<file path="config.mk">
export PLATFORM = sky130hd
export DESIGN_NAME = kmp_byte_pattern_search
export DESIGN_NICKNAME = d
export VERILOG_FILES = /design/src/rtl/core/kmpbs_pkg.sv /design/src/rtl/core/kmpbs_ftab.sv /design/src/rtl/core/kmp_byte_pattern_search.sv
export SDC_FILE = /design/constraint.sdc
export NUM_CORES = 1
export LEC_CHECK = 0
export ABC_AREA = 1
export BUFFER_PORTS_ARGS = -buffer_cell sky130_fd_sc_hd__clkbuf_2
export CORE_ASPECT_RATIO = 2
export CORE_MARGIN = 5
export CORE_UTILIZATION = 45
export CTS_BUF_LIST = sky130_fd_sc_hd__clkbuf_16
export DETAILED_ROUTE_END_ITERATION = 10
export GPL_TIMING_DRIVEN = 0
export PLACE_DENSITY = 0.71
export SYNTH_ARGS = -nofsm -noshare
export SYNTH_HDL_FRONTEND = slang
export SYNTH_SLANG_ARGS = --single-unit
</file>
<file path="constraint.sdc">
create_clock -name i_clk -period 10.6 [get_ports i_clk]
set_input_delay 2.12 -clock i_clk [delete_from_list [all_inputs] [get_ports i_clk]]
set_output_delay 2.12 -clock i_clk [all_outputs]
set_load 0.02 [all_outputs]
</file>
<file path="src/rtl/core/kmpbs_pkg.sv">
`default_nettype none

package kmpbs_pkg;

    // Pattern storage is fixed at 16 bytes (two 64-bit registers)
    localparam int PAT_BYTES  = 16;
    localparam int PAT_IDX_W  = 4;
    localparam int PAT_W      = 8 * PAT_BYTES;
    localparam int FT_W       = 4;
    localparam int CFG_DATA_W = 64;
    localparam int CFG_IDX_W  = 2;
    localparam int PLEN_W     = 5;
    localparam int OUT_OFF_W  = 32;

    // Configuration register indexes
    localparam logic [CFG_IDX_W-1:0] REG_PATTERN_LOW    = 2'd0;
    localparam logic [CFG_IDX_W-1:0] REG_PATTERN_HIGH   = 2'd1;
    localparam logic [CFG_IDX_W-1:0] REG_PATTERN_LENGTH = 2'd2;

    // Failure table write port
    typedef struct packed {
        logic                 en;
        logic [PAT_IDX_W-1:0] addr;
        logic [FT_W-1:0]      data;
    } t_ft_wr;

    function automatic logic [7:0] pat_byte(input logic [PAT_W-1:0] pat,
                                            input logic [PAT_IDX_W-1:0] k);
        return pat[{k, 3'b000} +: 8];
    endfunction

endpackage

`default_nettype wire

</file>
<file path="src/rtl/core/kmpbs_ftab.sv">
`default_nettype none

module kmpbs_ftab
    import kmpbs_pkg::*;
#(
    parameter int MAX_PATTERN = 16
) (
    input  wire logic                 i_clk,
    input  wire t_ft_wr               i_wr,
    input  wire logic [PAT_IDX_W-1:0] i_rd_addr,
    output logic      [FT_W-1:0]      o_rd_data
);

    localparam int IDX_W = (MAX_PATTERN > 1) ? $clog2(MAX_PATTERN) : 1;

    logic [FT_W-1:0] r_ft [MAX_PATTERN];

    always_ff @(posedge i_clk) begin
        if (i_wr.en) begin
            r_ft[i_wr.addr[IDX_W-1:0]] <= i_wr.data;
        end
    end

    // single read port, index chosen by the sequencer
    assign o_rd_data = r_ft[i_rd_addr[IDX_W-1:0]];

endmodule

`default_nettype wire

</file>
<file path="src/rtl/core/kmp_byte_pattern_search.sv">
// Flow: a byte is accepted in S_IDLE, then S_SEARCH compares it, falling back
//   through the failure table until it matches or the count is zero, and S_FINISH
//   loads the result register once the output is free. The first byte of a search
//   (or after a config write) first builds the table in S_BUILD for the active length.
// One byte in flight: a new byte is accepted only in S_IDLE, once the last result is
//   loaded; build and search share the single byte comparator.
// Reset: synchronous, active low; clears control, pattern bytes and search state,
//   pattern length returns to 1.
`default_nettype none

module kmp_byte_pattern_search
    import kmpbs_pkg::*;
#(
    parameter int MAX_PATTERN = 16,
    parameter int OFFSET_BITS = 32
) (
    input  wire logic                  i_clk,
    input  wire logic                  i_rst_n,
    // configuration write port
    input  wire logic                  i_cfg_we,
    input  wire logic [CFG_IDX_W-1:0]  i_cfg_idx,
    input  wire logic [CFG_DATA_W-1:0] i_cfg_data,
    // input stream
    input  wire logic                  i_in_valid,
    output logic                       o_in_ready,
    input  wire logic [7:0]            i_data_byte,
    input  wire logic                  i_last_byte,
    // results
    output logic                       o_out_valid,
    input  wire logic                  i_out_ready,
    output logic                       o_match_found,
    output logic      [OUT_OFF_W-1:0]  o_match_offset,
    output logic                       o_search_done
);

    // counters must hold the pattern length itself
    localparam int LEN_W = $clog2(MAX_PATTERN + 1);

    typedef enum logic [3:0] {
        S_IDLE   = 4'b0001,
        S_BUILD  = 4'b0010,
        S_SEARCH = 4'b0100,
        S_FINISH = 4'b1000
    } t_state;

    t_state r_state, n_state;

    // configuration
    logic [CFG_DATA_W-1:0] r_pat_lo, n_pat_lo;
    logic [CFG_DATA_W-1:0] r_pat_hi, n_pat_hi;
    logic [PLEN_W-1:0]     r_pat_len, n_pat_len;

    // search state
    logic                   r_table_ready, n_table_ready;
    logic [LEN_W-1:0]       r_matched, n_matched;
    logic [OFFSET_BITS-1:0] r_pos, n_pos;
    logic                   r_found, n_found;
    logic [OFFSET_BITS-1:0] r_found_off, n_found_off;

    // current transaction and sequencer counters
    logic [7:0]       r_byte, n_byte;
    logic             r_last, n_last;
    logic [LEN_W-1:0] r_bi, n_bi;       // table build: position i
    logic [LEN_W-1:0] r_blen, n_blen;   // table build: prefix length
    logic [LEN_W-1:0] r_j, n_j;         // search: candidate match count

    // output register
    logic                 r_out_valid, n_out_valid;
    logic                 r_out_found, n_out_found;
    logic [OUT_OFF_W-1:0] r_out_off, n_out_off;
    logic                 r_out_done, n_out_done;

    logic [LEN_W-1:0]     act_len;
    logic [PAT_W-1:0]     pat;
    logic [PAT_IDX_W-1:0] cmp_idx;
    logic [7:0]           cmp_a, cmp_b;
    logic                 cmp_eq;
    t_ft_wr               ft_wr;
    logic [PAT_IDX_W-1:0] ft_rd_addr;
    logic [FT_W-1:0]      ft_rd_data;
    logic [LEN_W-1:0]     j_adv;

    assign pat = {r_pat_hi, r_pat_lo};

    // length register clamped to 1..MAX_PATTERN
    always_comb begin
        if (r_pat_len == '0) begin
            act_len = LEN_W'(1);
        end else if (r_pat_len > PLEN_W'(MAX_PATTERN)) begin
            act_len = LEN_W'(MAX_PATTERN);
        end else begin
            act_len = LEN_W'(r_pat_len);
        end
    end

    // Shared byte comparator: pattern[i] vs pattern[len] while building,
    // pattern[j] vs the stream byte while searching.
    assign cmp_idx    = (r_state == S_BUILD) ? PAT_IDX_W'(r_bi) : PAT_IDX_W'(r_j);
    assign cmp_a      = pat_byte(pat, cmp_idx);
    assign cmp_b      = (r_state == S_BUILD) ? pat_byte(pat, PAT_IDX_W'(r_blen)) : r_byte;
    assign cmp_eq     = (cmp_a == cmp_b);

    // table fallback read, only used when the count is nonzero
    assign ft_rd_addr = (r_state == S_BUILD) ? PAT_IDX_W'(r_blen - 1'b1)
                                             : PAT_IDX_W'(r_j - 1'b1);

    assign j_adv = r_j + LEN_W'(cmp_eq);

    kmpbs_ftab #(
        .MAX_PATTERN (MAX_PATTERN)
    ) u_ftab (
        .i_clk     (i_clk),
        .i_wr      (ft_wr),
        .i_rd_addr (ft_rd_addr),
        .o_rd_data (ft_rd_data)
    );

    always_comb begin
        n_state       = r_state;
        n_pat_lo      = r_pat_lo;
        n_pat_hi      = r_pat_hi;
        n_pat_len     = r_pat_len;
        n_table_ready = r_table_ready;
        n_matched     = r_matched;
        n_pos         = r_pos;
        n_found       = r_found;
        n_found_off   = r_found_off;
        n_byte        = r_byte;
        n_last        = r_last;
        n_bi          = r_bi;
        n_blen        = r_blen;
        n_j           = r_j;
        n_out_valid   = r_out_valid && !i_out_ready;
        n_out_found   = r_out_found;
        n_out_off     = r_out_off;
        n_out_done    = r_out_done;
        ft_wr         = '0;

        // any write to a known register forces a table rebuild
        if (i_cfg_we) begin
            unique case (i_cfg_idx)
                REG_PATTERN_LOW: begin
                    n_pat_lo      = i_cfg_data;
                    n_table_ready = 1'b0;
                    n_matched     = '0;
                end
                REG_PATTERN_HIGH: begin
                    n_pat_hi      = i_cfg_data;
                    n_table_ready = 1'b0;
                    n_matched     = '0;
                end
                REG_PATTERN_LENGTH: begin
                    n_pat_len     = i_cfg_data[PLEN_W-1:0];
                    n_table_ready = 1'b0;
                    n_matched     = '0;
                end
                default: ;
            endcase
        end

        unique case (r_state)
            S_IDLE: begin
                if (i_in_valid) begin
                    n_byte = i_data_byte;
                    n_last = i_last_byte;
                    n_j    = (r_matched >= act_len) ? '0 : r_matched;
                    if (r_table_ready) begin
                        n_state = S_SEARCH;
                    end else begin
                        // failure[0] is always zero
                        ft_wr.en   = 1'b1;
                        ft_wr.addr = '0;
                        ft_wr.data = '0;
                        n_bi       = LEN_W'(1);
                        n_blen     = '0;
                        n_state    = S_BUILD;
                    end
                end
            end
            S_BUILD: begin
                if (r_bi >= act_len) begin
                    n_table_ready = 1'b1;
                    n_state       = S_SEARCH;
                end else if (cmp_eq) begin
                    ft_wr.en   = 1'b1;
                    ft_wr.addr = PAT_IDX_W'(r_bi);
                    ft_wr.data = FT_W'(r_blen + 1'b1);
                    n_blen     = r_blen + 1'b1;
                    n_bi       = r_bi + 1'b1;
                end else if (r_blen != '0) begin
                    n_blen = LEN_W'(ft_rd_data);
                end else begin
                    ft_wr.en   = 1'b1;
                    ft_wr.addr = PAT_IDX_W'(r_bi);
                    ft_wr.data = '0;
                    n_bi       = r_bi + 1'b1;
                end
            end
            S_SEARCH: begin
                if (r_found) begin
                    n_state = S_FINISH;
                end else if (r_j != '0 && !cmp_eq) begin
                    n_j = LEN_W'(ft_rd_data);
                end else begin
                    if (j_adv >= act_len) begin
                        n_found     = 1'b1;
                        n_found_off = r_pos - (OFFSET_BITS'(act_len) - 1'b1);
                        n_matched   = '0;
                    end else begin
                        n_matched   = j_adv;
                    end
                    n_state = S_FINISH;
                end
            end
            S_FINISH: begin
                if (!r_out_valid || i_out_ready) begin
                    n_out_valid = 1'b1;
                    n_out_found = r_found;
                    n_out_off   = r_found ? OUT_OFF_W'(r_found_off) : '0;
                    n_out_done  = r_last;
                    if (r_pos != '1) begin
                        n_pos = r_pos + 1'b1;
                    end
                    if (r_last) begin
                        n_matched     = '0;
                        n_pos         = '0;
                        n_found       = 1'b0;
                        n_found_off   = '0;
                        n_table_ready = 1'b0;
                    end
                    n_state = S_IDLE;
                end
            end
            default: n_state = S_IDLE;
        endcase
    end

    always_ff @(posedge i_clk) begin
        if (!i_rst_n) begin
            r_state       <= S_IDLE;
            r_pat_lo      <= '0;
            r_pat_hi      <= '0;
            r_pat_len     <= PLEN_W'(1);
            r_table_ready <= 1'b0;
            r_matched     <= '0;
            r_pos         <= '0;
            r_found       <= 1'b0;
            r_found_off   <= '0;
            r_out_valid   <= 1'b0;
        end else begin
            r_state       <= n_state;
            r_pat_lo      <= n_pat_lo;
            r_pat_hi      <= n_pat_hi;
            r_pat_len     <= n_pat_len;
            r_table_ready <= n_table_ready;
            r_matched     <= n_matched;
            r_pos         <= n_pos;
            r_found       <= n_found;
            r_found_off   <= n_found_off;
            r_out_valid   <= n_out_valid;
        end
    end

    // datapath registers, no reset
    always_ff @(posedge i_clk) begin
        r_byte      <= n_byte;
        r_last      <= n_last;
        r_bi        <= n_bi;
        r_blen      <= n_blen;
        r_j         <= n_j;
        r_out_found <= n_out_found;
        r_out_off   <= n_out_off;
        r_out_done  <= n_out_done;
    end

    assign o_in_ready     = (r_state == S_IDLE);
    assign o_out_valid    = r_out_valid;
    assign o_match_found  = r_out_found;
    assign o_match_offset = r_out_off;
    assign o_search_done  = r_out_done;

endmodule

`default_nettype wire

</file>
### Word level (Yosys, flattened, before mapping)

Memories as Yosys holds them, arrays and structs flattened.
Index checks and enable logic that the tools add are counted.

| storage, ports and cells | value |
|---|---|
| register bits | 267 |
| memory bits (writable) | 64 |
| input port bits | 80 |
| output and inout port bits | 36 |
| word-level logic and storage cells | 148 |
| memories kept | 1 |

Memory list:

| name | words | bits a word | rd ports | clocked after memory_dff | write ports | line | source |
|---|---|---|---|---|---|---|---|
| u_ftab.r_ft | 16 | 4 | 1 | 0 | 1 | kmpbs_ftab.sv:16 | `logic [FT_W-1:0] r_ft [MAX_PATTERN];` |

| cells by class | value |
|---|---|
| add/sub/neg operators | 8 |
| magnitude comparators | 4 |
| equality and inequality tests | 21 |
| shift-type cells | 2 |
| multiplexer cells | 67 |
| reduce and logical (&&, ||, !) cells | 27 |

Operator list:

| kind | number |
|---|---|
| $shiftx 128x8->8 | 2 |
| $mux 32 | 7 |
| $mux 5 | 23 |
| $pmux 32 s2 | 1 |
| $mux 9 | 5 |
| $pmux 5 s2 | 4 |
| $add 32x1->32 const B | 1 |
| $ne 32x32->1 const B | 1 |
| $sub 32x32->32 | 1 |
| $mux 4 | 7 |
| $ne 2x2->1 const B | 9 |
| $pmux 9 s2 | 1 |
| $pmux 4 s4 | 1 |
| $ge 5x5->1 | 3 |
| $mux 1 | 14 |
| $add 5x1->5 const B | 2 |
| $reduce_and 2->1 | 5 |
| $reduce_and 5->1 | 2 |
| $reduce_bool 5->1 | 2 |
| $eq 8x8->1 | 1 |
| $mux 8 | 1 |
| $reduce_and 4->1 | 2 |
| $reduce_bool 2->1 | 4 |
| $sub 4x1->4 const B | 2 |
| other kinds (22) | 28 |

### Logic depth before layout (Yosys ltp)

Gate-level depths: netlist (run 1).

| logic depth | value |
|---|---|
| depth in word-level cells | 10 |
| mapped depth | 35 |
| depth with buffers taken out | 33 |

### Modules after synthesis

A second synthesis (run 1) with hierarchy kept.

| unflattened totals | value |
|---|---|
| cells, all modules | 2,522 |
| area, all modules | 18,203.7 sq um |

By module, submodules not included:

| module | instances | cells each | area an instance (sq um) | seq. area each (sq um) |
|---|---|---|---|---|
| kmp_byte_pattern_search | 1 | 2,236 | 15,317.2 | 5,925.7 |
| kmpbs_ftab | 1 | 286 | 2,886.5 | 1,921.8 |

### Least setup slack after synthesis (run 1)

No wires, ideal clock.

| timing | value |
|---|---|
| path kind | input -> register |
| from | in i_out_ready |
| to | reg r_found_off[16] |
| setup time | 0.070 ns |
| arrival | 5.246 ns |
| data required time | 10.530 ns |
| slack | 5.283 ns |
| stages | 10 |
| path buffers | 2 |
| path through | nor2_1 -> nor2_1 -> nand2_2 -> nor2_1 -> nor2_1 -> nor2_1 -> clkbuf_1 -> buf_2 -> nand3_1 -> a21oi_1 |

| on the way | value |
|---|---|
| cells in the longest elaborated chain, start to end | 3 |

RTL lines:

| item | line | source |
|---|---|---|
| from (decl) | kmp_byte_pattern_search.sv:30 | `input wire logic i_out_ready,` |
| $logic_or 1x1->1 | kmp_byte_pattern_search.sv:216 | `if (!r_out_valid \|\| i_out_ready) begin` |
| $ne 2x2->1 (no line) | -- |  |
| $reduce_and 6->1 (no line) | -- |  |
| to (signal assigned) | kmp_byte_pattern_search.sv:259 | `r_found_off <= n_found_off;` |
| to (decl) | kmp_byte_pattern_search.sv:58 | `logic [OFFSET_BITS-1:0] r_found_off, n_found_off;` |

No other way between the ends.
A chain may end at the register's enable or synchronous reset.

### Worst setup path in the final report (run 1)

| timing | value |
|---|---|
| from | reg r_blen[0] |
| to | reg r_found_off[20] |

| on the way | value |
|---|---|
| cells in the longest elaborated chain, start to end | 7 |

RTL lines:

| item | line | source |
|---|---|---|
| from (decl) | kmp_byte_pattern_search.sv:64 | `logic [LEN_W-1:0] r_blen, n_blen;` |
| from (signal assigned) | kmp_byte_pattern_search.sv:269 | `r_blen <= n_blen;` |
| $shiftx 128x8->8 (*) | kmpbs_pkg.sv:29 | `return pat[{k, 3'b000} +: 8];` |
| $mux 8 (*) | kmp_byte_pattern_search.sv:100 | `assign cmp_b = (r_state == S_BUILD) ? pat_byte(pat, PAT_IDX_W'(r_blen)) : r_byte;` |
| $eq 8x8->1 (*) | kmp_byte_pattern_search.sv:101 | `assign cmp_eq = (cmp_a == cmp_b);` |
| $add 5x1->5 or $logic_not 1->1 (tied branches) | kmp_byte_pattern_search.sv:107, kmp_byte_pattern_search.sv:202 |  |
| $ge 5x5->1 or $logic_and 1x1->1 (tied branches) | kmp_byte_pattern_search.sv:205, kmp_byte_pattern_search.sv:202 |  |
| $ne 2x2->1 (no line) | -- |  |
| $reduce_and 6->1 (no line) (*) | -- |  |

Mark *: on every way between the ends. The rest lies on a longest branch, timed or not.

==> results of run 1 <==
[final cells by class]
class	instances	area share [%]
multi-input cells	1790	42.9
flip-flops and latches	331	38.2
inverters	278	5.07
clock buffers	32	3.89
well taps	530	3.22
repair buffers	116	2.90
plain buffers	122	2.58
clock inverters	26	1.25
diodes	3	0.0365
[worst max-delay path by stage]
stage | from | end | slack [ns]
after floorplan | i_out_ready | r_found_off[16] | 5.28
after global placement | i_out_ready | r_found_off[21] | 3.13
after detailed placement | r_blen[0] | r_found_off[20] | 3.56
after CTS | r_blen[0] | r_found_off[20] | 3.53
after global routing | r_blen[0] | r_found_off[25] | 2.88
final | r_blen[0] | r_found_off[20] | 3.10
[worst register-to-register path: cells and delay by family, from the launching register on]
family | cells | cell delay, ns
buffers and inverters | 9 | 1.99
AOI/OAI and AO/OA | 4 | 2.14
xor gates and xnor gates | 1 | 0.27
and+or+nand+nor | 13 | 1.83
DFF | 1 | 0.40
adders and majority gates | 3 | 0.75
[sequential cells by signal, indices dropped and copies added, names as in the netlist, 8 cells and up]
name and count:
r_byte 8, r_pat_hi 64, o_match_offset 32, r_pos 32, r_found_off 32, r_pat_lo 64
u_ftab.r_ft 64
[routing by layer]
layer | routed length (um) | up-vias | track usage [%]
met3 | 6080 | 502 | 8.92
met5 | 0 | - | 0
li1 | - | 8628 | -
met2 | 44100 | 1004 | 70.5
met4 | 14200 | 0 | 47.3
met1 | 24300 | 8704 | 30.7
[logic make-up after synthesis]
group,count (synthesis)
buffers and inverters,400
XOR/XNOR,41
adder cells (fa/ha/maj),55
flip-flops,331
AND/OR/NAND/NOR,1114
other,1
AO/OA/AOI/OAI,554
[cell usage in the layout (no fill, tap or decap), types with 4 or more instances in the layout]
cell                        Yosys  layout
sky130_fd_sc_hd__o21ai_1        8       8
sky130_fd_sc_hd__dfxtp_1      209     209
sky130_fd_sc_hd__clkbuf_16      0      32
sky130_fd_sc_hd__clkinv_2       0       5
sky130_fd_sc_hd__buf_2         28      28
sky130_fd_sc_hd__clkinv_1       4       9
sky130_fd_sc_hd__nand3_1      246     246
sky130_fd_sc_hd__o21ai_0      260     260
sky130_fd_sc_hd__nor2_1       315     313
sky130_fd_sc_hd__o21a_1         8       8
sky130_fd_sc_hd__a21oi_1      218     218
sky130_fd_sc_hd__xnor2_1       16      16
sky130_fd_sc_hd__ha_1          54      54
sky130_fd_sc_hd__a211oi_1       6       6
sky130_fd_sc_hd__inv_2          3       4
sky130_fd_sc_hd__nor3_1        36      36
sky130_fd_sc_hd__bufinv_16      0       5
sky130_fd_sc_hd__o31ai_1        4       4
sky130_fd_sc_hd__inv_1        271     276
sky130_fd_sc_hd__buf_1          8       8
sky130_fd_sc_hd__edfxtp_1     122     122
sky130_fd_sc_hd__conb_1         1      26
sky130_fd_sc_hd__a31oi_1        6       6
sky130_fd_sc_hd__nor4_1         6       6
sky130_fd_sc_hd__o21bai_1       5       5
sky130_fd_sc_hd__a21boi_0       5       5
sky130_fd_sc_hd__xor2_1        25      25
sky130_fd_sc_hd__clkbuf_2       0     115
sky130_fd_sc_hd__buf_6          4       4
sky130_fd_sc_hd__o211ai_1       8       8
sky130_fd_sc_hd__clkbuf_1      80      80
sky130_fd_sc_hd__nand2_1      470     470
sky130_fd_sc_hd__o221ai_1      17      17
sky130_fd_sc_hd__nand4_1       18      18
sky130_fd_sc_hd__nand2_2        9       9
[metrics by stage]
| step | hold slack [ns] | cells |
|---|---|---|
| after floorplan | 0.406 | 2521 |
| after global placement | 0.446 | 3166 |
| after detailed placement | 0.453 | 3167 |
| after CTS | 0.465 | 3225 |
| after global routing | 0.479 | 3225 |
| final | 0.464 | 3228 |
[power groups by stage]
stage / clock network [mW] / logic [mW] / registers [mW]
6_report: 1.20 / 0.850 / 1.40
5_1_grt: 1.26 / 0.886 / 1.40
4_1_cts: 1.21 / 0.798 / 1.39
3_5_place_dp: 0 / 0.794 / 1.42
3_3_place_gp: 0 / 0.785 / 1.42
2_1_floorplan: 0 / 0.439 / 1.40
==> impl_metrics.prom, run 1 <==
# TYPE chip_impl_metric gauge
chip_impl_info{name="result_of_the_run",value="complete, but fails checks"} 1
chip_impl_info{name="violations_in_the_final_reports",value="max-capacitance violations"} 1
chip_impl_info{name="dominant_cells_by_area_after_synthesis",value="sky130_fd_sc_hd__dfxtp_1 (23%), sky130_fd_sc_hd__edfxtp_1 (20%), sky130_fd_sc_hd__nand2_1 (9.7%)"} 1
chip_impl_metric{name="path_depth",unit=""} 30
chip_impl_info{name="synth_commonest_cells",value="sky130_fd_sc_hd__nand2_1 (470), sky130_fd_sc_hd__nor2_1 (315), sky130_fd_sc_hd__inv_1 (271)"} 1
chip_impl_metric{name="worst_ep_required_time",unit="ns"} 11.10
chip_impl_metric{name="post-route-min-period",unit="ns"} 7.50
chip_impl_info{name="rsz0062_at_grt",value="no"} 1
chip_impl_metric{name="compound_gate_fraction_of_synth_area",unit="%"} 16.4
chip_impl_metric{name="yosysSeqAreaShare",unit="%"} 43.3
chip_impl_metric{name="ir_worst_vdd",unit="mV"} 0.126
chip_impl_metric{name="dpl_cell_area",unit="um2"} 19500
chip_impl_metric{name="die_w",unit="um"} 152
chip_impl_metric{name="timing.fmax",unit="MHz"} 133
chip_impl_metric{name="worstPathBufferInverterCount",unit=""} 9
chip_impl_metric{name="io_pins",unit=""} 116
chip_impl_metric{name="power_density",unit="nW/um2"} 168
chip_impl_metric{name="avgViaCountPerCell",unit=""} 5.84
chip_impl_metric{name="layout-drive-gt1-share",unit="%"} 8.35
chip_impl_info{name="synth_top_family_by_area",value="simple AND/OR/NAND/NOR gates"} 1
chip_impl_metric{name="initial_core_utilization",unit="%"} 45.3
chip_impl_metric{name="synth_top_cell_area_share",unit="%"} 23.1
chip_impl_metric{name="max_cap_violations",unit=""} 1
chip_impl_metric{name="drt_iter0_drcs",unit=""} 1446
chip_impl_info{name="holdPathEnd",value="r_pat_hi[41]"} 1
chip_impl_metric{name="areaGrowthSynthToFinish",unit="%"} 13.4
chip_impl_info{name="hp-start",value="r_pat_hi[41]"} 1
chip_impl_metric{name="wl_per_cell",unit="um"} 27.5
chip_impl_info{name="critical_path.reg2reg.endpoint",value="r_found_off[20]"} 1
chip_impl_metric{name="setup-tns-final",unit="ns"} 0
chip_impl_metric{name="fp.coreArea",unit="um2"} 40100
chip_impl_metric{name="placement.setup.worst_slack",unit="ns"} 3.56
chip_impl_metric{name="critical_path_arrival",unit="ns"} 8.00
chip_impl_metric{name="final.fill_count",unit=""} 4100
chip_impl_info{name="synth_ff_type",value="sky130_fd_sc_hd__dfxtp_1"} 1
chip_impl_metric{name="end_of_flow_core_utilization",unit="%"} 51.3
chip_impl_metric{name="gr-usage-all-layers",unit="%"} 38.9
chip_impl_metric{name="cts_setup_buffers",unit=""} 0
chip_impl_metric{name="first_global_vias",unit=""} 19500
chip_impl_metric{name="area_of_the_multi_input_gates",unit="um2"} 8820
chip_impl_metric{name="grt_overflow",unit=""} 0
chip_impl_metric{name="hold_violation_total_from_the_final_report",unit=""} 0
chip_impl_metric{name="ctsHtreeMaxLevel",unit=""} 1
chip_impl_metric{name="finalWorstSetupSlack",unit="ns"} 3.10
chip_impl_metric{name="timing.final.setup_violations",unit=""} 0
chip_impl_metric{name="clkPwrFrac",unit="%"} 34.8
chip_impl_metric{name="remaining_drc_errors",unit=""} 0
chip_impl_metric{name="synth_fa_ha_area_share",unit="%"} 3.84
chip_impl_info{name="crit_slowest_cell",value="sky130_fd_sc_hd__o21ai_0"} 1
chip_impl_metric{name="number_of_distinct_library_cells_after_synthesis",unit=""} 48
chip_impl_metric{name="place.port_buffers",unit=""} 115
chip_impl_metric{name="ff_latch_area",unit="um2"} 7850
chip_impl_metric{name="crit_fanout",unit=""} 10
chip_impl_metric{name="fin_nets",unit=""} 2805
chip_impl_metric{name="post_cts_hold_buffer_count",unit=""} 0
chip_impl_metric{name="cts.reportedPaths.clkPinSlew",unit="ns"} 0.08
chip_impl_metric{name="seq_power_share",unit="%"} 40.5
chip_impl_metric{name="global_route_wire_length_before_repair",unit="mm"} 127
chip_impl_metric{name="cts.sink_count",unit=""} 331
chip_impl_metric{name="post_cts.resized_instances",unit=""} 0
chip_impl_metric{name="synthMuxAreaShare",unit="%"} 0
chip_impl_info{name="timing.hold.worst.class",value="reg2reg"} 1
chip_impl_metric{name="detailedRoute.firstPassIterationCount",unit=""} 6
chip_impl_info{name="cts_root_buffer",value="sky130_fd_sc_hd__clkbuf_16"} 1
chip_impl_metric{name="avgSynthCellArea",unit="um2"} 7.27
chip_impl_metric{name="mappedNetlistArea",unit="um2"} 18100
chip_impl_metric{name="clock_skew",unit="ns"} 0.0157
chip_impl_metric{name="fin_area",unit="um2"} 20600
chip_impl_info{name="cts_tree",value="done"} 1
chip_impl_metric{name="power.switching",unit="mW"} 1.22
chip_impl_info{name="rr_startpoint",value="r_blen[0]"} 1
chip_impl_metric{name="whs_path_depth",unit=""} 2
chip_impl_metric{name="power_report.internal_total",unit="mW"} 2.23
chip_impl_info{name="path_delay_family",value="compound AO/OA/AOI/OAI gates"} 1
chip_impl_metric{name="reg2reg_slack",unit="ns"} 3.10
chip_impl_metric{name="combinationalPowerShare",unit="%"} 24.7
chip_impl_metric{name="crit_path_max_incr_delay",unit="ns"} 1.14
chip_impl_metric{name="ys_seq_elements",unit=""} 331
chip_impl_metric{name="timing_worst_slew_pin_value",unit="ns"} 1.47
chip_impl_metric{name="antenna_violations_before_repair",unit=""} 1
chip_impl_metric{name="slew_headroom",unit="%"} 0.685
chip_impl_metric{name="power_leakage",unit="nW"} 8.57
chip_impl_metric{name="total_clock_buffers_created_by_cts",unit=""} 31
chip_impl_metric{name="place_hpwl",unit="mm"} 68.7
chip_impl_metric{name="power.share.switching",unit="%"} 35.4
chip_impl_metric{name="post_synth_and_or_nand_nor_area_fraction",unit="%"} 25.8
chip_impl_metric{name="ant_nets",unit=""} 0
chip_impl_metric{name="fp.dieArea",unit="um2"} 44700
chip_impl_metric{name="grt_start_max_net_pins",unit=""} 21
chip_impl_metric{name="routed-via-count",unit=""} 18800
chip_impl_metric{name="layout_worst_path_cycle_share",unit="%"} 70.8
chip_impl_metric{name="design_power_total",unit="mW"} 3.45
chip_impl_metric{name="count_of_flip_flops_with_a_built_in_enable_after_synthesis",unit=""} 122
chip_impl_metric{name="max-clock-path-buffers",unit=""} 3
chip_impl_info{name="post-synth-top-count-cell",value="sky130_fd_sc_hd__nand2_1"} 1
chip_impl_metric{name="place.gp.congestion",unit=""} 1.10
chip_impl_info{name="crit_type",value="reg2reg"} 1
chip_impl_metric{name="netlist_instances",unit=""} 2496
chip_impl_metric{name="drt-total-wl",unit="mm"} 88.6
chip_impl_info{name="synth_top_cell_by_area",value="sky130_fd_sc_hd__dfxtp_1"} 1
chip_impl_metric{name="timing_max_transition_violations_final",unit=""} 0
chip_impl_metric{name="vertical_die_dimension",unit="um"} 294
chip_impl_metric{name="ff2ff_path_depth",unit=""} 30
chip_impl_metric{name="fp-row-count",unit=""} 104
chip_impl_metric{name="ys_async_rst_share",unit="%"} 0
chip_impl_metric{name="synth_xor_xnor_area_share",unit="%"} 1.98
chip_impl_info{name="end_kind",value="flip-flop"} 1
chip_impl_info{name="startpoint_type",value="flip-flop"} 1
chip_impl_metric{name="yosys_warnings",unit=""} 0
chip_impl_metric{name="worstSkewPairLatency",unit="ns"} 0.61
Power figures use the tool's default switching activity.
==> run 2: changes to the inputs <==
- PLACE_DENSITY: 0.71 -> 0.73
- clock period: 10.6 -> 6.7 ns (I/O delays scaled with it)
==> impl_metrics.prom, run 2 (synthesized netlist as in run 1, its figures left out) <==
# TYPE chip_impl_metric gauge
chip_impl_metric{name="stdcell_count",unit=""} 3228
chip_impl_metric{name="place_hpwl",unit="mm"} 67.9
chip_impl_metric{name="ir_worst_vdd",unit="mV"} 0.226
chip_impl_metric{name="global_route_wire_length_before_repair",unit="mm"} 123
chip_impl_metric{name="timing.final.setup_violations",unit=""} 0
chip_impl_metric{name="place.port_buffers",unit=""} 115
chip_impl_metric{name="io_pins",unit=""} 116
chip_impl_metric{name="ant_nets",unit=""} 0
chip_impl_info{name="layout.cells.most_common",value="sky130_fd_sc_hd__nand2_1"} 1
chip_impl_info{name="critical_path.reg2reg.endpoint",value="r_found_off[26]"} 1
chip_impl_metric{name="reg2reg_slack",unit="ns"} 0.24
chip_impl_metric{name="fin_nets",unit=""} 2805
chip_impl_metric{name="drt_iter0_drcs",unit=""} 1427
chip_impl_metric{name="post-route-min-period",unit="ns"} 6.46
chip_impl_metric{name="setup-tns-final",unit="ns"} 0
chip_impl_metric{name="cts_setup_buffers",unit=""} 0
chip_impl_metric{name="die_w",unit="um"} 152
chip_impl_info{name="rr_startpoint",value="r_blen[0]"} 1
chip_impl_metric{name="power.switching",unit="mW"} 1.93
chip_impl_metric{name="slew_headroom",unit="%"} 18.8
chip_impl_metric{name="power_leakage",unit="nW"} 8.59
chip_impl_metric{name="ctsHtreeMaxLevel",unit=""} 1
chip_impl_metric{name="detailedRoute.firstPassIterationCount",unit=""} 6
chip_impl_metric{name="grt_start_max_net_pins",unit=""} 33
chip_impl_metric{name="power_report.internal_total",unit="mW"} 3.43
chip_impl_metric{name="path_depth",unit=""} 30
chip_impl_info{name="end_kind",value="flip-flop"} 1
chip_impl_metric{name="max-clock-path-buffers",unit=""} 3
chip_impl_metric{name="placed_cells",unit=""} 3167
chip_impl_metric{name="fin_worst_hold_slack",unit="ns"} 0.466
chip_impl_metric{name="grt_overflow",unit=""} 0
chip_impl_metric{name="timing.fmax",unit="MHz"} 155
chip_impl_metric{name="timing_worst_slew_pin_value",unit="ns"} 1.22
chip_impl_info{name="result_of_the_run",value="finished clean"} 1
chip_impl_metric{name="remaining_drc_errors",unit=""} 0
chip_impl_metric{name="areaGrowthSynthToFinish",unit="%"} 13.6
chip_impl_metric{name="drt-total-wl",unit="mm"} 86.8
chip_impl_metric{name="routed-via-count",unit=""} 18900
chip_impl_metric{name="post_cts.resized_instances",unit=""} 1
chip_impl_metric{name="layout-drive-gt1-share",unit="%"} 9.05
chip_impl_metric{name="cts.sink_count",unit=""} 331
chip_impl_metric{name="final.fill_count",unit=""} 4087
chip_impl_metric{name="total_clock_buffers_created_by_cts",unit=""} 31
chip_impl_metric{name="initial_core_utilization",unit="%"} 45.3
chip_impl_metric{name="post_cts_hold_buffer_count",unit=""} 0
chip_impl_info{name="path_delay_family",value="buffers and inverters"} 1
chip_impl_metric{name="clkPwrFrac",unit="%"} 33.9
chip_impl_metric{name="avgViaCountPerCell",unit=""} 5.85
chip_impl_metric{name="worst_ep_required_time",unit="ns"} 7.25
chip_impl_metric{name="placement.setup.worst_slack",unit="ns"} 0.0263
chip_impl_info{name="timing.hold.worst.class",value="reg2reg"} 1
chip_impl_metric{name="fp-row-count",unit=""} 104
chip_impl_metric{name="cts.reportedPaths.clkPinSlew",unit="ns"} 0.07
chip_impl_metric{name="finalWorstSetupSlack",unit="ns"} 0.240
chip_impl_metric{name="worstSkewPairLatency",unit="ns"} 0.62
chip_impl_metric{name="max_cap_violations",unit=""} 0
chip_impl_info{name="cts_tree",value="done"} 1
chip_impl_metric{name="timing_max_transition_violations_final",unit=""} 0
chip_impl_info{name="layout_common_cells",value="sky130_fd_sc_hd__nand2_1 (469), sky130_fd_sc_hd__nor2_1 (313), sky130_fd_sc_hd__inv_1 (275)"} 1
chip_impl_metric{name="fin_area",unit="um2"} 20600
chip_impl_metric{name="whs_path_depth",unit=""} 2
chip_impl_metric{name="first_global_vias",unit=""} 19200
chip_impl_info{name="cts_root_buffer",value="sky130_fd_sc_hd__clkbuf_16"} 1
chip_impl_metric{name="worstPathBufferInverterCount",unit=""} 9
chip_impl_metric{name="layout_worst_path_cycle_share",unit="%"} 96.4
chip_impl_metric{name="gr-usage-all-layers",unit="%"} 37.7
chip_impl_info{name="holdPathEnd",value="r_found_off[21]"} 1
chip_impl_metric{name="power_density",unit="nW/um2"} 260
chip_impl_metric{name="power.share.switching",unit="%"} 36.0
chip_impl_metric{name="wl_per_cell",unit="um"} 26.9
chip_impl_info{name="crit_slowest_cell",value="sky130_fd_sc_hd__o21ai_0"} 1
chip_impl_metric{name="clock_skew",unit="ns"} 0.0210
chip_impl_metric{name="fp.dieArea",unit="um2"} 44700
chip_impl_metric{name="hold_violation_total_from_the_final_report",unit=""} 0
chip_impl_metric{name="crit_path_max_incr_delay",unit="ns"} 0.57
chip_impl_metric{name="critical_path_arrival",unit="ns"} 7.01
chip_impl_metric{name="ff2ff_path_depth",unit=""} 30
chip_impl_metric{name="place.gp.congestion",unit=""} 1.08
chip_impl_metric{name="crit_fanout",unit=""} 10
chip_impl_metric{name="dpl_cell_area",unit="um2"} 19500
chip_impl_metric{name="combinationalPowerShare",unit="%"} 24.9
chip_impl_metric{name="seq_power_share",unit="%"} 41.2
chip_impl_metric{name="vertical_die_dimension",unit="um"} 294
chip_impl_info{name="startpoint_type",value="flip-flop"} 1
chip_impl_info{name="hp-start",value="r_found_off[21]"} 1
chip_impl_info{name="crit_type",value="reg2reg"} 1
chip_impl_metric{name="fp.coreArea",unit="um2"} 40100
chip_impl_metric{name="antenna_violations_before_repair",unit=""} 3
-- run 2: tightest hold or removal path, delay by kind of cell (launching register included) --
family          cells  cell delay, ns
flops               1            0.31
simple gates        1            0.06
compound gates      1            0.05
-- run 2: worst max path at each step --
stage	from	endpoint	slack, ns
floorplan	i_out_ready	r_found_off[16]	2.16
detailed placement	r_blen[0]	r_found_off[20]	0.03
global placement	r_blen[0]	r_found_off[20]	0.12
finish	r_blen[0]	r_found_off[26]	0.24
global route	r_blen[1]	r_found_off[25]	-0.003
CTS	r_blen[0]	r_found_off[20]	0.05
-- run 2: through the flow --
step | utilization (%) | power [mW]
2_1_floorplan | - | 2.91
3_3_place_gp | 48.6 | 3.47
3_5_place_dp | 48.7 | 3.49
4_1_cts | 51.2 | 5.28
5_1_grt | 51.4 | 5.49
6_report | 51.4 | 5.35
-- run 2: layout make-up --
type | count | area, um2 | area share, %
diodes | 3 | 7.51 | 0.0364
plain buffers | 122 | 559 | 2.72
clock buffers | 32 | 801 | 3.89
clock inverters | 26 | 210 | 1.02
inverters | 278 | 1040 | 5.07
multi-input cells | 1790 | 8870 | 43.1
flip-flops and latches | 331 | 7850 | 38.1
well taps | 530 | 663 | 3.22
repair buffers | 116 | 596 | 2.89
-- run 2: power by group through the flow --
stage	sequential, mW	combinational, mW	clock (mW)
3_3_place_gp	2.24	1.23	0
6_report	2.20	1.33	1.82
5_1_grt	2.20	1.38	1.90
3_5_place_dp	2.24	1.25	0
4_1_cts	2.20	1.25	1.82
2_1_floorplan	2.22	0.695	0
-- run 2: per-layer routing --
layer  GRT usage [%]  vias up  share of wire, %
li1                -     8623                 -
met1            30.6     8802                28
met2            70.0      936                51
met3            6.11      507               5.6
met4            43.9        0                15
met5               0        -                 0
==> run 3: changes to the inputs <==
- GPL_TIMING_DRIVEN: 0 -> not set
==> impl_metrics.prom, run 3 (synthesized netlist as in run 1, its figures left out) <==
# TYPE chip_impl_metric gauge
chip_impl_info{name="result_of_the_run",value="finished clean"} 1
chip_impl_metric{name="antenna_cells",unit=""} 0
chip_impl_metric{name="routed-via-count",unit=""} 17700
chip_impl_info{name="rsz0062_at_grt",value="no"} 1
chip_impl_metric{name="timing_worst_slew_pin_value",unit="ns"} 1.10
chip_impl_metric{name="ir_worst_vdd",unit="mV"} 0.233
chip_impl_metric{name="drt_iter0_drcs",unit=""} 1235
chip_impl_metric{name="gr-usage-all-layers",unit="%"} 26.9
chip_impl_info{name="crit_type",value="reg2reg"} 1
chip_impl_metric{name="critical_path_arrival",unit="ns"} 6.51
chip_impl_info{name="layout_common_cells",value="sky130_fd_sc_hd__nand2_1 (470), sky130_fd_sc_hd__nor2_1 (313), sky130_fd_sc_hd__inv_1 (274)"} 1
chip_impl_metric{name="vertical_die_dimension",unit="um"} 294
chip_impl_info{name="end_kind",value="flip-flop"} 1
chip_impl_metric{name="cts.sink_count",unit=""} 331
chip_impl_metric{name="crit_fanout",unit=""} 36
chip_impl_metric{name="antenna_violations_before_repair",unit=""} 0
chip_impl_metric{name="timing.final.setup_violations",unit=""} 0
chip_impl_metric{name="global_route_wire_length_before_repair",unit="mm"} 95.3
chip_impl_metric{name="fp.dieArea",unit="um2"} 44700
chip_impl_metric{name="cts_setup_buffers",unit=""} 0
chip_impl_metric{name="power_density",unit="nW/um2"} 246
chip_impl_metric{name="post_cts_hold_buffer_count",unit=""} 0
chip_impl_metric{name="timing_max_transition_violations_final",unit=""} 0
chip_impl_metric{name="areaGrowthSynthToFinish",unit="%"} 11.2
chip_impl_metric{name="setup-tns-final",unit="ns"} 0
chip_impl_metric{name="fin_nets",unit=""} 2712
chip_impl_metric{name="power_leakage",unit="nW"} 8.42
chip_impl_metric{name="place.port_buffers",unit=""} 115
chip_impl_metric{name="dpl_cell_area",unit="um2"} 19200
chip_impl_metric{name="finalWorstSetupSlack",unit="ns"} 0.658
chip_impl_metric{name="post_cts.resized_instances",unit=""} 0
chip_impl_metric{name="io_pins",unit=""} 116
chip_impl_metric{name="clock_skew",unit="ns"} 0.0196
chip_impl_info{name="crit_path_frequent_cell",value="sky130_fd_sc_hd__nand3_1"} 1
chip_impl_metric{name="grt_start_max_net_pins",unit=""} 92
chip_impl_metric{name="die_w",unit="um"} 152
chip_impl_metric{name="remaining_drc_errors",unit=""} 0
chip_impl_metric{name="drt-total-wl",unit="mm"} 62.4
chip_impl_metric{name="ctsHtreeMaxLevel",unit=""} 1
chip_impl_metric{name="wl_per_cell",unit="um"} 19.9
chip_impl_metric{name="ff2ff_path_depth",unit=""} 29
chip_impl_metric{name="max-clock-path-buffers",unit=""} 3
chip_impl_metric{name="timing.fmax",unit="MHz"} 166
chip_impl_metric{name="post-route-min-period",unit="ns"} 6.04
chip_impl_metric{name="ant_nets",unit=""} 0
chip_impl_metric{name="crit_path_max_incr_delay",unit="ns"} 0.60
chip_impl_metric{name="design_power_total",unit="mW"} 4.97
chip_impl_metric{name="worst_ep_required_time",unit="ns"} 7.17
chip_impl_info{name="cts_root_buffer",value="sky130_fd_sc_hd__clkbuf_16"} 1
chip_impl_metric{name="place.gp.congestion",unit=""} 0.972
chip_impl_info{name="timing.hold.worst.class",value="reg2reg"} 1
chip_impl_metric{name="fin_area",unit="um2"} 20200
chip_impl_info{name="startpoint_type",value="flip-flop"} 1
chip_impl_metric{name="placement.setup.worst_slack",unit="ns"} 0.806
chip_impl_metric{name="first_global_vias",unit=""} 17700
chip_impl_metric{name="cts.reportedPaths.clkPinSlew",unit="ns"} 0.07
chip_impl_metric{name="slew_headroom",unit="%"} 26.9
chip_impl_info{name="cts_tree",value="done"} 1
chip_impl_metric{name="detailedRoute.firstPassIterationCount",unit=""} 6
chip_impl_info{name="crit_slowest_cell",value="sky130_fd_sc_hd__nand3_2"} 1
chip_impl_metric{name="initial_core_utilization",unit="%"} 45.3
chip_impl_metric{name="total_clock_buffers_created_by_cts",unit=""} 31
chip_impl_metric{name="layout_worst_path_cycle_share",unit="%"} 90.2
chip_impl_metric{name="max_cap_violations",unit=""} 0
chip_impl_metric{name="fp.coreArea",unit="um2"} 40100
chip_impl_metric{name="final.fill_count",unit=""} 4036
chip_impl_metric{name="avgViaCountPerCell",unit=""} 5.65
chip_impl_metric{name="place_hpwl",unit="mm"} 46.6
chip_impl_metric{name="whs_path_depth",unit=""} 2
chip_impl_info{name="layout.cells.most_common",value="sky130_fd_sc_hd__nand2_1"} 1
chip_impl_metric{name="layout-drive-gt1-share",unit="%"} 8.57
chip_impl_metric{name="grt_overflow",unit=""} 0
chip_impl_metric{name="fp-row-count",unit=""} 104
chip_impl_metric{name="hold_violation_total_from_the_final_report",unit=""} 0
chip_impl_metric{name="worstSkewPairLatency",unit="ns"} 0.59
run 3: routing by layer:
metal | vias to the layer above | GRT usage [%] | wire, um
met5 | - | 0 | 0
met4 | 0 | 22.6 | 6360
met3 | 274 | 3.02 | 2790
met2 | 688 | 52.2 | 33100
met1 | 8293 | 24.5 | 20100
li1 | 8433 | - | -
run 3: layout make-up:
class | instances | area [um2] | share of cell area, %
clock inverter | 26 | 190 | 0.943
tap | 530 | 663 | 3.29
multi-input combinational | 1790 | 8840 | 43.8
sequential | 331 | 7850 | 38.9
timing repair buffer | 145 | 803 | 3.98
inverter | 278 | 1040 | 5.17
clock buffer | 31 | 776 | 3.85
run 3: through the flow:
stage,util [%],std cells,hold slack [ns]
after floorplan,-,2521,0.406
after global placement,47.9,3074,0.450
after detailed placement,47.9,3074,0.455
after CTS,50.3,3131,0.465
after global routing,50.3,3131,0.482
final,50.3,3131,0.466
run 3: power by group:
part	leakage, nW	internal (mW)	switching (mW)	total, mW
combinational	5.13	0.304	0.735	1.04
sequential	2.80	2.14	0.0610	2.20
clock	0.493	0.923	0.803	1.73
run 3: final timing paths:
kind              slack (ns)               to         start
setup / recovery        0.66  r_found_off[20]    r_state[3]
hold / removal          0.47     r_pat_hi[60]  r_pat_hi[60]
setup reg to reg        0.66  r_found_off[20]    r_state[3]
hold reg to reg         0.47     r_pat_hi[60]  r_pat_hi[60]
run 3: critical path: cells and delay by family (launching register included):
family / cells / cell delay (ns)
compound gates: 2 / 0.54
fa+ha+maj: 3 / 0.72
buf+inv: 4 / 0.69
simple gates: 19 / 3.33
xor+xnor: 1 / 0.20
flops: 1 / 0.42
